<file path="config.mk">
export PLATFORM = sky130hd
export DESIGN_NAME = linear_motion_stepper_3d_core
export DESIGN_NICKNAME = d
export VERILOG_FILES = /design/src/design/lms3_pkg.sv /design/src/design/linear_motion_stepper_3d_core.sv
export SDC_FILE = /design/constraint.sdc
export NUM_CORES = 2
export LEC_CHECK = 0
export ABC_AREA = 0
export BUFFER_PORTS_ARGS = -buffer_cell sky130_fd_sc_hd__buf_2
export CAP_MARGIN = 20
export CORE_MARGIN = 2
export CORE_UTILIZATION = 60
export CTS_CLUSTER_SIZE = 24
export DETAILED_ROUTE_END_ITERATION = 7
export GPL_TIMING_DRIVEN = 1
export PLACE_DENSITY = 0.78
export SYNTH_ARGS = -nofsm -noshare
export SYNTH_HDL_FRONTEND = slang
export SYNTH_SLANG_ARGS = --single-unit
export TNS_END_PERCENT = 30
</file>
<file path="constraint.sdc">
create_clock -name clk -period 14.02 [get_ports clk]
set_input_delay 1.402 -clock clk [delete_from_list [all_inputs] [get_ports clk]]
set_output_delay 1.402 -clock clk [all_outputs]
set_load 0.05 [all_outputs]
</file>
<file path="src/design/lms3_pkg.sv">
// ---------------------------------------------------------------------------
// lms3_pkg - shared types and codes for the 3D linear motion stepper
// Request codes and sequencer states.
// ---------------------------------------------------------------------------
`default_nettype none

package lms3_pkg;

    localparam logic [1:0] REQ_MOVE = 2'd0;
    localparam logic [1:0] REQ_TICK = 2'd1;
    localparam logic [1:0] REQ_SET  = 2'd2;
    localparam logic [1:0] REQ_STOP = 2'd3;

    localparam int SPEED_W = 32;
    localparam int TICK_W  = 20;
    localparam int VEL_W   = 32;

    typedef enum logic [2:0] {
        S_IDLE,
        S_SQ,
        S_SQRT,
        S_MUL,
        S_DIV,
        S_TICK,
        S_TEND,
        S_DONE
    } state_t;

endpackage

`default_nettype wire

</file>
<file path="src/design/linear_motion_stepper_3d_core.sv">
// ---------------------------------------------------------------------------
// linear_motion_stepper_3d_core - constant speed 3D linear motion stepper
// Move, tick, set-position and stop requests; one status result per request.
// ---------------------------------------------------------------------------
//  channel   dir  tdata                              tuser
//  s_axis    in   x, y, z, move_speed, tick_time     req_type
//  m_axis    out  cur_x, cur_y, cur_z, moving, arr   -
//
//  Move: shift-add squaring of each axis distance, a bit-serial square root,
//  then per axis a shift-add multiply and a restoring divide (skipped for zero
//  distance or zero speed), then the result. Tick: one 32x20 multiply per axis
//  while moving with no pending set. Set/stop: straight to the result.
//  s_axis_tready is high only in idle; a result waits in the output register
//  until taken. Reset zeroes control, position, target and velocity state only.
`default_nettype none

module linear_motion_stepper_3d_core
    import lms3_pkg::*;
#(
    parameter int COORD_BITS = 32
) (
    input  wire logic         clk,
    input  wire logic         rst_n,
    input  wire logic         s_axis_tvalid,
    output logic              s_axis_tready,
    // coord_x[31:0], coord_y[63:32], coord_z[95:64], move_speed[127:96],
    // tick_time[147:128], zero pad
    input  wire logic [151:0] s_axis_tdata,
    // req_type[1:0]
    input  wire logic [1:0]   s_axis_tuser,
    output logic              m_axis_tvalid,
    input  wire logic         m_axis_tready,
    // cur_x[31:0], cur_y[63:32], cur_z[95:64], is_moving[96], arrived[97], pad
    output logic [103:0]      m_axis_tdata
);

    localparam int CB    = COORD_BITS;
    localparam int RW    = CB + 1;
    localparam int SUM_W = 2 * CB + 2;
    localparam int ACC_W = (2 * CB + 2 > CB + SPEED_W) ? 2 * CB + 2 : CB + SPEED_W;
    localparam int MPL_W = (CB > SPEED_W) ? CB : SPEED_W;
    localparam int CNT_W = $clog2(ACC_W + 1);
    localparam int PRD_W = VEL_W + TICK_W;
    localparam int S_W   = PRD_W - 16;
    localparam int CMP_W = (CB > S_W) ? CB : S_W;

    state_t state_reg, state_next;

    logic [CB-1:0]      pos_reg [3];
    logic [CB-1:0]      pos_next [3];
    logic [CB-1:0]      tgt_reg [3];
    logic [CB-1:0]      tgt_next [3];
    logic [CB-1:0]      npos_reg [3];
    logic [CB-1:0]      npos_next [3];
    logic [VEL_W-1:0]   vel_reg [3];
    logic [VEL_W-1:0]   vel_next [3];
    logic               moving_reg, moving_next;
    logic               pend_reg, pend_next;
    logic               arr_reg, arr_next;
    logic [SPEED_W-1:0] speed_reg, speed_next;
    logic [TICK_W-1:0]  t_reg, t_next;
    logic [1:0]         ax_reg, ax_next;
    logic [CNT_W-1:0]   cnt_reg, cnt_next;
    logic [ACC_W-1:0]   acc_reg, acc_next;
    logic [ACC_W-1:0]   mcand_reg, mcand_next;
    logic [MPL_W-1:0]   mplier_reg, mplier_next;
    logic [RW+2:0]      rem_reg, rem_next;
    logic [RW-1:0]      root_reg, root_next;
    logic               ovalid_reg, ovalid_next;
    logic [103:0]       odata_reg, odata_next;

    logic               in_xfer;
    logic               out_free;
    logic [CB-1:0]      cin [3];
    logic [CB-1:0]      d_ax;
    logic               neg_ax;
    logic [CB-1:0]      m_ax;
    logic [RW+2:0]      rem_sh, trial;
    logic [RW:0]        drem_sh;
    logic               qbit;
    logic [VEL_W-1:0]   q32, vsat;
    logic [VEL_W-1:0]   vmag;
    logic [PRD_W-1:0]   tprod;
    logic [S_W-1:0]     s_ax;
    logic [CB-1:0]      step_cb;
    logic               vel_zero;

    assign s_axis_tready = (state_reg == S_IDLE);
    assign in_xfer       = s_axis_tvalid && s_axis_tready;
    assign out_free      = !ovalid_reg || m_axis_tready;
    assign m_axis_tvalid = ovalid_reg;
    assign m_axis_tdata  = odata_reg;

    assign cin[0] = CB'($signed(s_axis_tdata[31:0]));
    assign cin[1] = CB'($signed(s_axis_tdata[63:32]));
    assign cin[2] = CB'($signed(s_axis_tdata[95:64]));

    // per-axis operand: remaining distance to target
    assign d_ax   = tgt_reg[ax_reg] - pos_reg[ax_reg];
    assign neg_ax = d_ax[CB-1];
    assign m_ax   = neg_ax ? (~d_ax + CB'(1)) : d_ax;

    // sqrt step: bring down two bits of the sum
    assign rem_sh = {rem_reg[RW:0], acc_reg[SUM_W-1:SUM_W-2]};
    assign trial  = {1'b0, root_reg, 2'b01};

    // restoring divide step
    assign drem_sh = {rem_reg[RW-1:0], acc_reg[ACC_W-1]};
    assign qbit    = (drem_sh >= {1'b0, root_reg});

    // finished quotient including this cycle's bit; below 2^32, saturate to
    // signed 32 bits
    assign q32  = {acc_reg[VEL_W-2:0], qbit};
    always_comb
    begin
        if (neg_ax)
            vsat = (q32 > 32'h8000_0000) ? 32'h8000_0000 : (~q32 + 32'd1);
        else
            vsat = q32[VEL_W-1] ? 32'h7FFF_FFFF : q32;
    end

    assign vmag    = vel_reg[ax_reg][VEL_W-1] ? (~vel_reg[ax_reg] + 32'd1) : vel_reg[ax_reg];
    assign tprod   = PRD_W'(vmag) * PRD_W'(t_reg);
    assign s_ax    = tprod[PRD_W-1:16];
    assign step_cb = vel_reg[ax_reg][VEL_W-1] ? (~CB'(s_ax) + CB'(1)) : CB'(s_ax);
    assign vel_zero = (vel_reg[0] == '0) && (vel_reg[1] == '0) && (vel_reg[2] == '0);

    // next state
    always_comb
    begin
        state_next = state_reg;
        case (state_reg)
            S_IDLE:
            begin
                if (in_xfer)
                begin
                    if (s_axis_tuser == REQ_MOVE)
                        state_next = S_SQ;
                    else if (s_axis_tuser == REQ_TICK && moving_reg && !pend_reg)
                        state_next = S_TICK;
                    else
                        state_next = S_DONE;
                end
            end
            S_SQ:
            begin
                if (cnt_reg == CNT_W'(CB) && ax_reg == 2'd2)
                    state_next = S_SQRT;
            end
            S_SQRT:
            begin
                if (cnt_reg == CNT_W'(RW - 1))
                begin
                    if (root_next == '0 || speed_reg == '0)
                        state_next = S_DONE;
                    else
                        state_next = S_MUL;
                end
            end
            S_MUL:
            begin
                if (cnt_reg == CNT_W'(SPEED_W))
                    state_next = S_DIV;
            end
            S_DIV:
            begin
                if (cnt_reg == CNT_W'(ACC_W - 1))
                    state_next = (ax_reg == 2'd2) ? S_DONE : S_MUL;
            end
            S_TICK:
            begin
                if (ax_reg == 2'd2)
                    state_next = S_TEND;
            end
            S_TEND:  state_next = S_DONE;
            S_DONE:
            begin
                if (out_free)
                    state_next = S_IDLE;
            end
            default: state_next = S_IDLE;
        endcase
    end

    // datapath
    always_comb
    begin
        pos_next    = pos_reg;
        tgt_next    = tgt_reg;
        npos_next   = npos_reg;
        vel_next    = vel_reg;
        moving_next = moving_reg;
        pend_next   = pend_reg;
        arr_next    = arr_reg;
        speed_next  = speed_reg;
        t_next      = t_reg;
        ax_next     = ax_reg;
        cnt_next    = cnt_reg;
        acc_next    = acc_reg;
        mcand_next  = mcand_reg;
        mplier_next = mplier_reg;
        rem_next    = rem_reg;
        root_next   = root_reg;
        ovalid_next = ovalid_reg;
        odata_next  = odata_reg;
        if (ovalid_reg && m_axis_tready)
            ovalid_next = 1'b0;

        case (state_reg)
            S_IDLE:
            begin
                if (in_xfer)
                begin
                    arr_next = 1'b0;
                    ax_next  = 2'd0;
                    cnt_next = '0;
                    acc_next = '0;
                    case (s_axis_tuser)
                        REQ_MOVE:
                        begin
                            tgt_next   = cin;
                            speed_next = s_axis_tdata[127:96];
                        end
                        REQ_TICK:
                        begin
                            t_next = s_axis_tdata[147:128];
                            if (moving_reg && pend_reg)
                            begin
                                pend_next   = 1'b0;
                                moving_next = 1'b0;
                            end
                        end
                        REQ_SET:
                        begin
                            pos_next  = cin;
                            pend_next = 1'b1;
                        end
                        default: moving_next = 1'b0;
                    endcase
                end
            end
            S_SQ:
            begin
                // count 0 loads the operands, then one shift-add per cycle
                if (cnt_reg == '0)
                begin
                    mcand_next  = ACC_W'(m_ax);
                    mplier_next = MPL_W'(m_ax);
                end
                else
                begin
                    if (mplier_reg[0])
                        acc_next = acc_reg + mcand_reg;
                    mcand_next  = mcand_reg << 1;
                    mplier_next = mplier_reg >> 1;
                end
                if (cnt_reg == CNT_W'(CB))
                begin
                    cnt_next = '0;
                    ax_next  = ax_reg + 2'd1;
                    rem_next  = '0;
                    root_next = '0;
                end
                else
                    cnt_next = cnt_reg + CNT_W'(1);
            end
            S_SQRT:
            begin
                if (rem_sh >= trial)
                begin
                    rem_next  = rem_sh - trial;
                    root_next = {root_reg[RW-2:0], 1'b1};
                end
                else
                begin
                    rem_next  = rem_sh;
                    root_next = {root_reg[RW-2:0], 1'b0};
                end
                acc_next = acc_reg << 2;
                cnt_next = cnt_reg + CNT_W'(1);
                if (cnt_reg == CNT_W'(RW - 1))
                begin
                    cnt_next = '0;
                    ax_next  = 2'd0;
                    acc_next = '0;
                    if (root_next == '0 || speed_reg == '0)
                    begin
                        vel_next[0] = '0;
                        vel_next[1] = '0;
                        vel_next[2] = '0;
                        moving_next = 1'b1;
                    end
                end
            end
            S_MUL:
            begin
                if (cnt_reg == '0)
                begin
                    acc_next    = '0;
                    mcand_next  = ACC_W'(m_ax);
                    mplier_next = MPL_W'(speed_reg);
                end
                else
                begin
                    if (mplier_reg[0])
                        acc_next = acc_reg + mcand_reg;
                    mcand_next  = mcand_reg << 1;
                    mplier_next = mplier_reg >> 1;
                end
                if (cnt_reg == CNT_W'(SPEED_W))
                begin
                    cnt_next = '0;
                    rem_next = '0;
                end
                else
                    cnt_next = cnt_reg + CNT_W'(1);
            end
            S_DIV:
            begin
                if (qbit)
                    rem_next = (RW+3)'(drem_sh - {1'b0, root_reg});
                else
                    rem_next = (RW+3)'(drem_sh);
                acc_next = {acc_reg[ACC_W-2:0], qbit};
                cnt_next = cnt_reg + CNT_W'(1);
                if (cnt_reg == CNT_W'(ACC_W - 1))
                begin
                    cnt_next = '0;
                    ax_next  = ax_reg + 2'd1;
                end
            end
            S_TICK:
            begin
                npos_next[ax_reg] = pos_reg[ax_reg] + step_cb;
                if (CMP_W'(m_ax) <= CMP_W'(s_ax))
                    vel_next[ax_reg] = '0;
                ax_next = ax_reg + 2'd1;
            end
            S_TEND:
            begin
                if (vel_zero)
                begin
                    pos_next    = tgt_reg;
                    moving_next = 1'b0;
                    arr_next    = 1'b1;
                end
                else
                    pos_next = npos_reg;
            end
            S_DONE:
            begin
                if (out_free)
                begin
                    ovalid_next = 1'b1;
                    odata_next  = {6'd0, arr_reg, moving_reg,
                                   32'($signed(pos_reg[2])),
                                   32'($signed(pos_reg[1])),
                                   32'($signed(pos_reg[0]))};
                end
            end
            default: ;
        endcase

        // a divide result lands on the last divide cycle
        if (state_reg == S_DIV && cnt_reg == CNT_W'(ACC_W - 1))
        begin
            vel_next[ax_reg] = vsat;
            if (ax_reg == 2'd2)
                moving_next = 1'b1;
        end
    end

    always_ff @(posedge clk or negedge rst_n)
    begin
        if (!rst_n)
        begin
            state_reg  <= S_IDLE;
            for (int i = 0; i < 3; i++)
            begin
                pos_reg[i]  <= '0;
                tgt_reg[i]  <= '0;
                vel_reg[i]  <= '0;
                npos_reg[i] <= '0;
            end
            moving_reg <= 1'b0;
            pend_reg   <= 1'b0;
            arr_reg    <= 1'b0;
            ax_reg     <= 2'd0;
            cnt_reg    <= '0;
            ovalid_reg <= 1'b0;
        end
        else
        begin
            state_reg  <= state_next;
            pos_reg    <= pos_next;
            tgt_reg    <= tgt_next;
            vel_reg    <= vel_next;
            npos_reg   <= npos_next;
            moving_reg <= moving_next;
            pend_reg   <= pend_next;
            arr_reg    <= arr_next;
            ax_reg     <= ax_next;
            cnt_reg    <= cnt_next;
            ovalid_reg <= ovalid_next;
        end
    end

    always_ff @(posedge clk)
    begin
        speed_reg  <= speed_next;
        t_reg      <= t_next;
        acc_reg    <= acc_next;
        mcand_reg  <= mcand_next;
        mplier_reg <= mplier_next;
        rem_reg    <= rem_next;
        root_reg   <= root_next;
        odata_reg  <= odata_next;
    end

endmodule

`default_nettype wire
</file>
# Word-level counts from Yosys, hierarchy flattened
# Index checks and enable logic that the tools add are counted.
# Widths: inputs -> output; s select.
op_classes:
  addsub: 11
  multipliers: 1
  n_lt_le_gt_ge: 6
  n_eq_ne: 25
  muxes: 84
  bitwise: 7
  reduce_logical: 45
ops:
  columns: ["operator", "count"]
  rows:
  - ["$mux 96", 7]
  - ["$mux 32", 15]
  - ["$pmux 96 s2", 2]
  - ["$mux 66", 5]
  - ["$pmux 66 s5", 1]
  - ["$bmux 32 s2", 3]
  - ["$bwmux 96", 2]
  - ["$add 32x1->32 const B", 4]
  - ["$logic_not 32->1", 4]
  - ["$not 32->32", 4]
  - ["$mux 34", 3]
  - ["$pmux 34 s3", 1]
  - ["$and 96x96->96", 1]
  - ["$not 96->96", 1]
  - ["$add 66x66->66", 1]
  - ["$logic_not 33->1", 2]
  - ["$mux 33", 2]
  - ["$pmux 33 s2", 1]
  - ["$demux 32 s2", 1]
  - ["$pmux 32 s2", 1]
  - ["$mul 32x20->52", 1]
  - ["$ge 36x35->1", 1]
  - ["$le 32x36->1", 1]
  - ["$ge 34x33->1", 1]
  - ["other kinds (45)", 114]
totals:
  regBits: 781
  in_bits: 158
  output_inout_bits: 106
  elab_cells: 208

# Logic depth before layout (Yosys ltp)
depth:
  depth_word: 13
  mapped_depth: 56
  mapped_depth_nobuf: 52

# Worst setup path before layout
# No wires, ideal clock.
synth_path:
  path_type: "register to register"
  from: "reg ax_reg[1]"
  to: "reg npos_reg[31] in the netlist's numbering"
  setup_time_ps: 83
  arrival_ps: 12208
  t_required_ps: 13937
  path_slack_ps: 1729
  stages_incl_launch_ff: 51
  path_buffers: 4
  period_less_slack_ps: 12291
  path_cell_list: "dfrtp_1 -> buf_4 -> buf_2 -> buf_1 -> mux2i_1 -> nor2_1 -> a21oi_1 -> nor2b_1 -> and2_1 -> nor3b_1 -> nor2_1 -> xnor2_1 -> clkbuf_1 -> and2_1 -> fa_1 -> fa_1 -> inv_1 -> fa_1 -> [15 not listed] -> nor3b_2 -> nand2_1 -> or3b_1 -> nor2b_4 -> a21oi_1 -> xnor2_1 -> ha_1 -> a211o_1 -> o21ba_2 -> a221o_1 -> a21oi_1 -> nor2b_1 -> o21ai_0 -> a21oi_1 -> a31oi_1 -> o21ai_0 -> xor3_1 -> o21ai_0"
synth_between:
  elab_chain_cells: 13
  word_cells_on_any_way: 21
  classes_between: "add/sub: 3; mul: 1; order compare: 2; mux: 11; bitwise: 3; reduce/logical: 1"
synth_lines:
  columns: ["item", "line", "text"]
  rows:
  - ["from (decl)", "linear_motion_stepper_3d_core.sv:62", "logic [1:0] ax_reg, ax_next;"]
  - ["from (signal assigned)", "linear_motion_stepper_3d_core.sv:402", "ax_reg <= ax_next;"]
  - ["$not 2->3 (not written as such) *", "linear_motion_stepper_3d_core.sv:122, linear_motion_stepper_3d_core.sv:125, linear_motion_stepper_3d_core.sv:334", null]
  - ["$bmux 32 s2", "linear_motion_stepper_3d_core.sv:122, linear_motion_stepper_3d_core.sv:125", null]
  - ["$mux 32 (not written as such) (2 in series)", "linear_motion_stepper_3d_core.sv:122, linear_motion_stepper_3d_core.sv:125", null]
  - ["$not 32->32", "linear_motion_stepper_3d_core.sv:122", "assign vmag = vel_reg[ax_reg][VEL_W-1] ? (~vel_reg[ax_reg] + 32'd1) : vel_reg[ax_reg];"]
  - ["$add 32x1->32", "linear_motion_stepper_3d_core.sv:122", null]
  - ["$mux 32", "linear_motion_stepper_3d_core.sv:122", null]
  - ["$mul 32x20->52", "linear_motion_stepper_3d_core.sv:123", "assign tprod = PRD_W'(vmag) * PRD_W'(t_reg);"]
  - ["$not 32->32", "linear_motion_stepper_3d_core.sv:125", "assign step_cb = vel_reg[ax_reg][VEL_W-1] ? (~CB'(s_ax) + CB'(1)) : CB'(s_ax);"]
  - ["$add 32x1->32", "linear_motion_stepper_3d_core.sv:125", null]
  - ["$mux 32", "linear_motion_stepper_3d_core.sv:125", null]
  - ["$add 32x32->32", "linear_motion_stepper_3d_core.sv:334", "npos_next[ax_reg] = pos_reg[ax_reg] + step_cb;"]
  - ["$bwmux 96 *", "linear_motion_stepper_3d_core.sv:334", null]
  - ["to (signal assigned)", "linear_motion_stepper_3d_core.sv:398", "npos_reg <= npos_next;"]
  - ["to (decl)", "linear_motion_stepper_3d_core.sv:53", "logic [CB-1:0] npos_reg [3];"]
# Every way passes the cells marked *; elsewhere a longest branch is shown, timed or not. The select of a mux whose other input is x is not followed.
# A chain may end at the register's enable or synchronous reset.

# Final worst setup path
# Ends and elaborated chain as after synthesis.

==> impl_metrics.csv <==
group,metric,value,unit
sta,actual_slew_at_the_worst_max_slew_pin,1.11,ns
setup_path,critical_path_fanouts_max,15,
cells_and_area,nets,8627,
setup_path,worst_endpoint_data_arrival_time,14.12,ns
clock_network,tritoncts_clock_tree,"built",
global_route,grt_pass1_wl,304,mm
cells_and_area,final.fill_count,8887,
sta,setup_repair_after_global_routing_missed_its_margin,"yes",
yosys,synth-adder-area-share,23.1,%
cells_and_area,seqCellArea,21100,µm²
drt,maxUsedRoutingLayer,"met5",
sta,final_critical_path_setup_slack,0.493,ns
yosys,synth-seq-area-share,30.9,%
drt,detailroute.via_count,55900,
placed_design,hpwl,138,mm
yosys,yosys.area_share.xor_xnor,3.74,%
hold_path,timing.hold.worst_endpoint,"m_axis_tdata[29]",
drt,vias_per_cell,6.13,
setup_path,cp.required,14.61,ns
placed_design,pre_cts_ws,0.281,ns
floorplanning,die_width,341,µm
clock_network,cts_made_buffers,86,
hold_path,min_delay_path_depth,0,
global_route,via_count_of_the_first_global_routing_pass,55900,
drt,met3WireLength,16.1,mm
cells_and_area,mostFrequentLayoutCells,"nand2_1, inv_1, o21ai_0",
floorplanning,design.die.area,117000,µm²
cells_and_area,multiInputGateArea,43100,µm²
setup_path,timing.reg2reg.worst_path_depth,47,
drt,m1WireLength,76.8,mm
yosys,synthesis.area,68300,µm²
cells_and_area,stdcell_count,9115,
sta,remaining_max_slew_budget_at_the_tightest_pin,25.5,%
drt,drt_pass1_iterations,6,
floorplanning,start_util,60.6,%
job,cap_violations,0,
yosys,synthesis.instances,7467,
setup_path,startpoint,"ax_reg[1]",
yosys,yosysWarningCount,0,
sta,finalHoldWorstSlack,0.472,ns
drt,drc,0,
sta,fin_skew,0.0707,ns
yosys,syn_avg_cell_area,9.15,µm²
yosys,synth_simple_gate_area_share,15.7,%
placed_design,dpl-instance-area,71000,µm²
yosys,synth_ff_type,"dfrtp_1",
yosys,synth_cell_types,98,
cells_and_area,final_common_cell,"nand2_1",
sta,timing.final.setup_violations,0,
floorplanning,die_y,341,µm
drt,drtIter0Drc,5218,
global_route,grt_use_total,32.7,%
sta,final.period_utilization,96.5,%
placed_design,placedCellCount,8935,
sta,slew_violations,0,
floorplanning,total_i_o_pin_count,264,
drt,post_drt_wl_per_cell,21.0,µm
setup_path,critical-path-max-stage-delay,0.58,ns
setup_path,path_common_cell,"fa_1",
placed_design,gp_congestion,0.967,
clock_network,clock_sinks,781,
yosys,combinational_family_with_the_most_area_after_synthesis,"adder cells",
cells_and_area,final_cell_area,74300,µm²
cells_and_area,largest_register_ffs,98,
clock_network,cts-root-to-sink-buffers,3,
status,status,"complete, no violations",
clock_network,post_cts_hold_buffer_count,0,
placed_design,placement.io_buffers,253,
setup_path,crit_path_kind,"register to register",
setup_path,critical_path.reg2reg.endpoint,"npos_reg[31]",
setup_path,setup.reg_to_reg.worst_slack,0.49,ns
yosys,synthMuxAreaShare,5.58,%
cells_and_area,layout-drive-gt1-share,9.35,%
clock_network,clk-insertion-delay-late,0.72,ns
yosys,synth_edf_count,348,
yosys,synth_compound_area_share,14.8,%
clock_network,clkTransAtPathRegs,0.06,ns
clock_network,cts-root-buf,"clkbuf_16",
sta,period_minus_slack,13.53,ns
drt,wirelength,191,mm
hold_path,min_path_type,"register to register",
setup_path,critPathLaunchType,"register",
yosys,yosys_register_bits,781,
setup_path,cp-end-kind,"register",
cells_and_area,areaGrowthSynthToFinish,8.75,%
yosys,async_reset_ff_share,51.2,%
hold_path,hp-start,"pos_reg[93]",
setup_path,r2r-start,"ax_reg[1]",
sta,max_freq,0.0739,GHz
clock_network,htreeDepth,3,
global_route,grt_antenna_before_repair,9,
drt,postRouteAntennaNets,0,
setup_path,critPathSlowestCell,"fa_1",
global_route,grt_overflow_total,0,
global_route,grt_start_max_net_pins,155,
sta,final_hold_viol_count,0,
floorplanning,floorplan.rows,123,
drt,dr_wl_met2,90.8,mm
floorplanning,floorplan.core_area,113000,µm²
==> layout make-up <==
| cell class | count | share of cell area [%] |
|---|---|---|
| multi-input combinational | 5561 | 58.1 |
| clock buffer | 120 | 3.45 |
| tap | 1500 | 2.53 |
| timing repair buffer | 385 | 3.18 |
| clock inverter | 41 | 0.665 |
| sequential | 781 | 28.4 |
| antenna | 8 | 0.0270 |
| inverter | 719 | 3.64 |
==> what timing repair did <==
item / in CTS / in global routing
resized for setup: 0 / 15
hold endpoints to repair: 0 / 0
setup endpoints to repair: 0 / 111
setup buffers: 0 / 8
==> worst max path at each step <==
stage / end / slack (ns)
final: npos_reg[31] / 0.49
after CTS: vel_reg[88] / 0.14
after detailed placement: vel_reg[10] / 0.28
after floorplan: npos_reg[31] / 1.73
after global routing: npos_reg[31] / -0.07
after global placement: vel_reg[4] / 0.44
==> Yosys cell counts, types with 150 or more instances <==
master    count  area (µm²)
and2_1      365        2280
mux2i_1     260        2600
ha_1        396        4950
a21o_1      150        1130
inv_1       719        2700
xnor2_1     169        1480
nor2_1      348        1310
o21ai_0     634        3170
edfxtp_1    348       10500
fa_1        539       10800
dfrtp_1     400       10000
nand2_1    1083        4070
a21oi_1     411        2060
clkbuf_1    342        1280
==> layer usage <==
layer	vias to the layer above	GRT usage, %
met2	2290	53.5
met4	4	13.1
met1	27700	43.0
met5	-	0
met3	432	6.17
li1	25500	-
==> worst max-delay path: cells and delay by family (launching register included) <==
family                     cells  cell delay [ns]
AOI/OAI and AO/OA             14             3.42
xor gates and xnor gates       4             1.52
adders and majority gates      9             4.13
buffers and inverters          7             0.72
DFF                            1             0.57
muxes                          1             0.20
and+or+nand+nor               12             2.86
==> cells by family (layout without fill, tap and decap cells) <==
group / count (synthesis) / after routing
mux: 367 / 367
simple gates: 2289 / 2289
flops: 781 / 781
compound gates: 1674 / 1674
buf+inv: 1130 / 1265
xor+xnor: 290 / 290
other cells: 1 / 14
fa+ha+maj: 935 / 935
==> metrics by stage <==
stage / utilization (%) / TNS [ns]
after floorplan: - / 0
after global placement: 63.0 / 0
after detailed placement: 63.0 / 0
after CTS: 65.7 / 0
after global routing: 65.9 / -0.674
final: 65.9 / 0
Power is left out: the tool's default activity adds up to more than one toggle a clock period on the data nets, which glitch-free logic cannot reach.
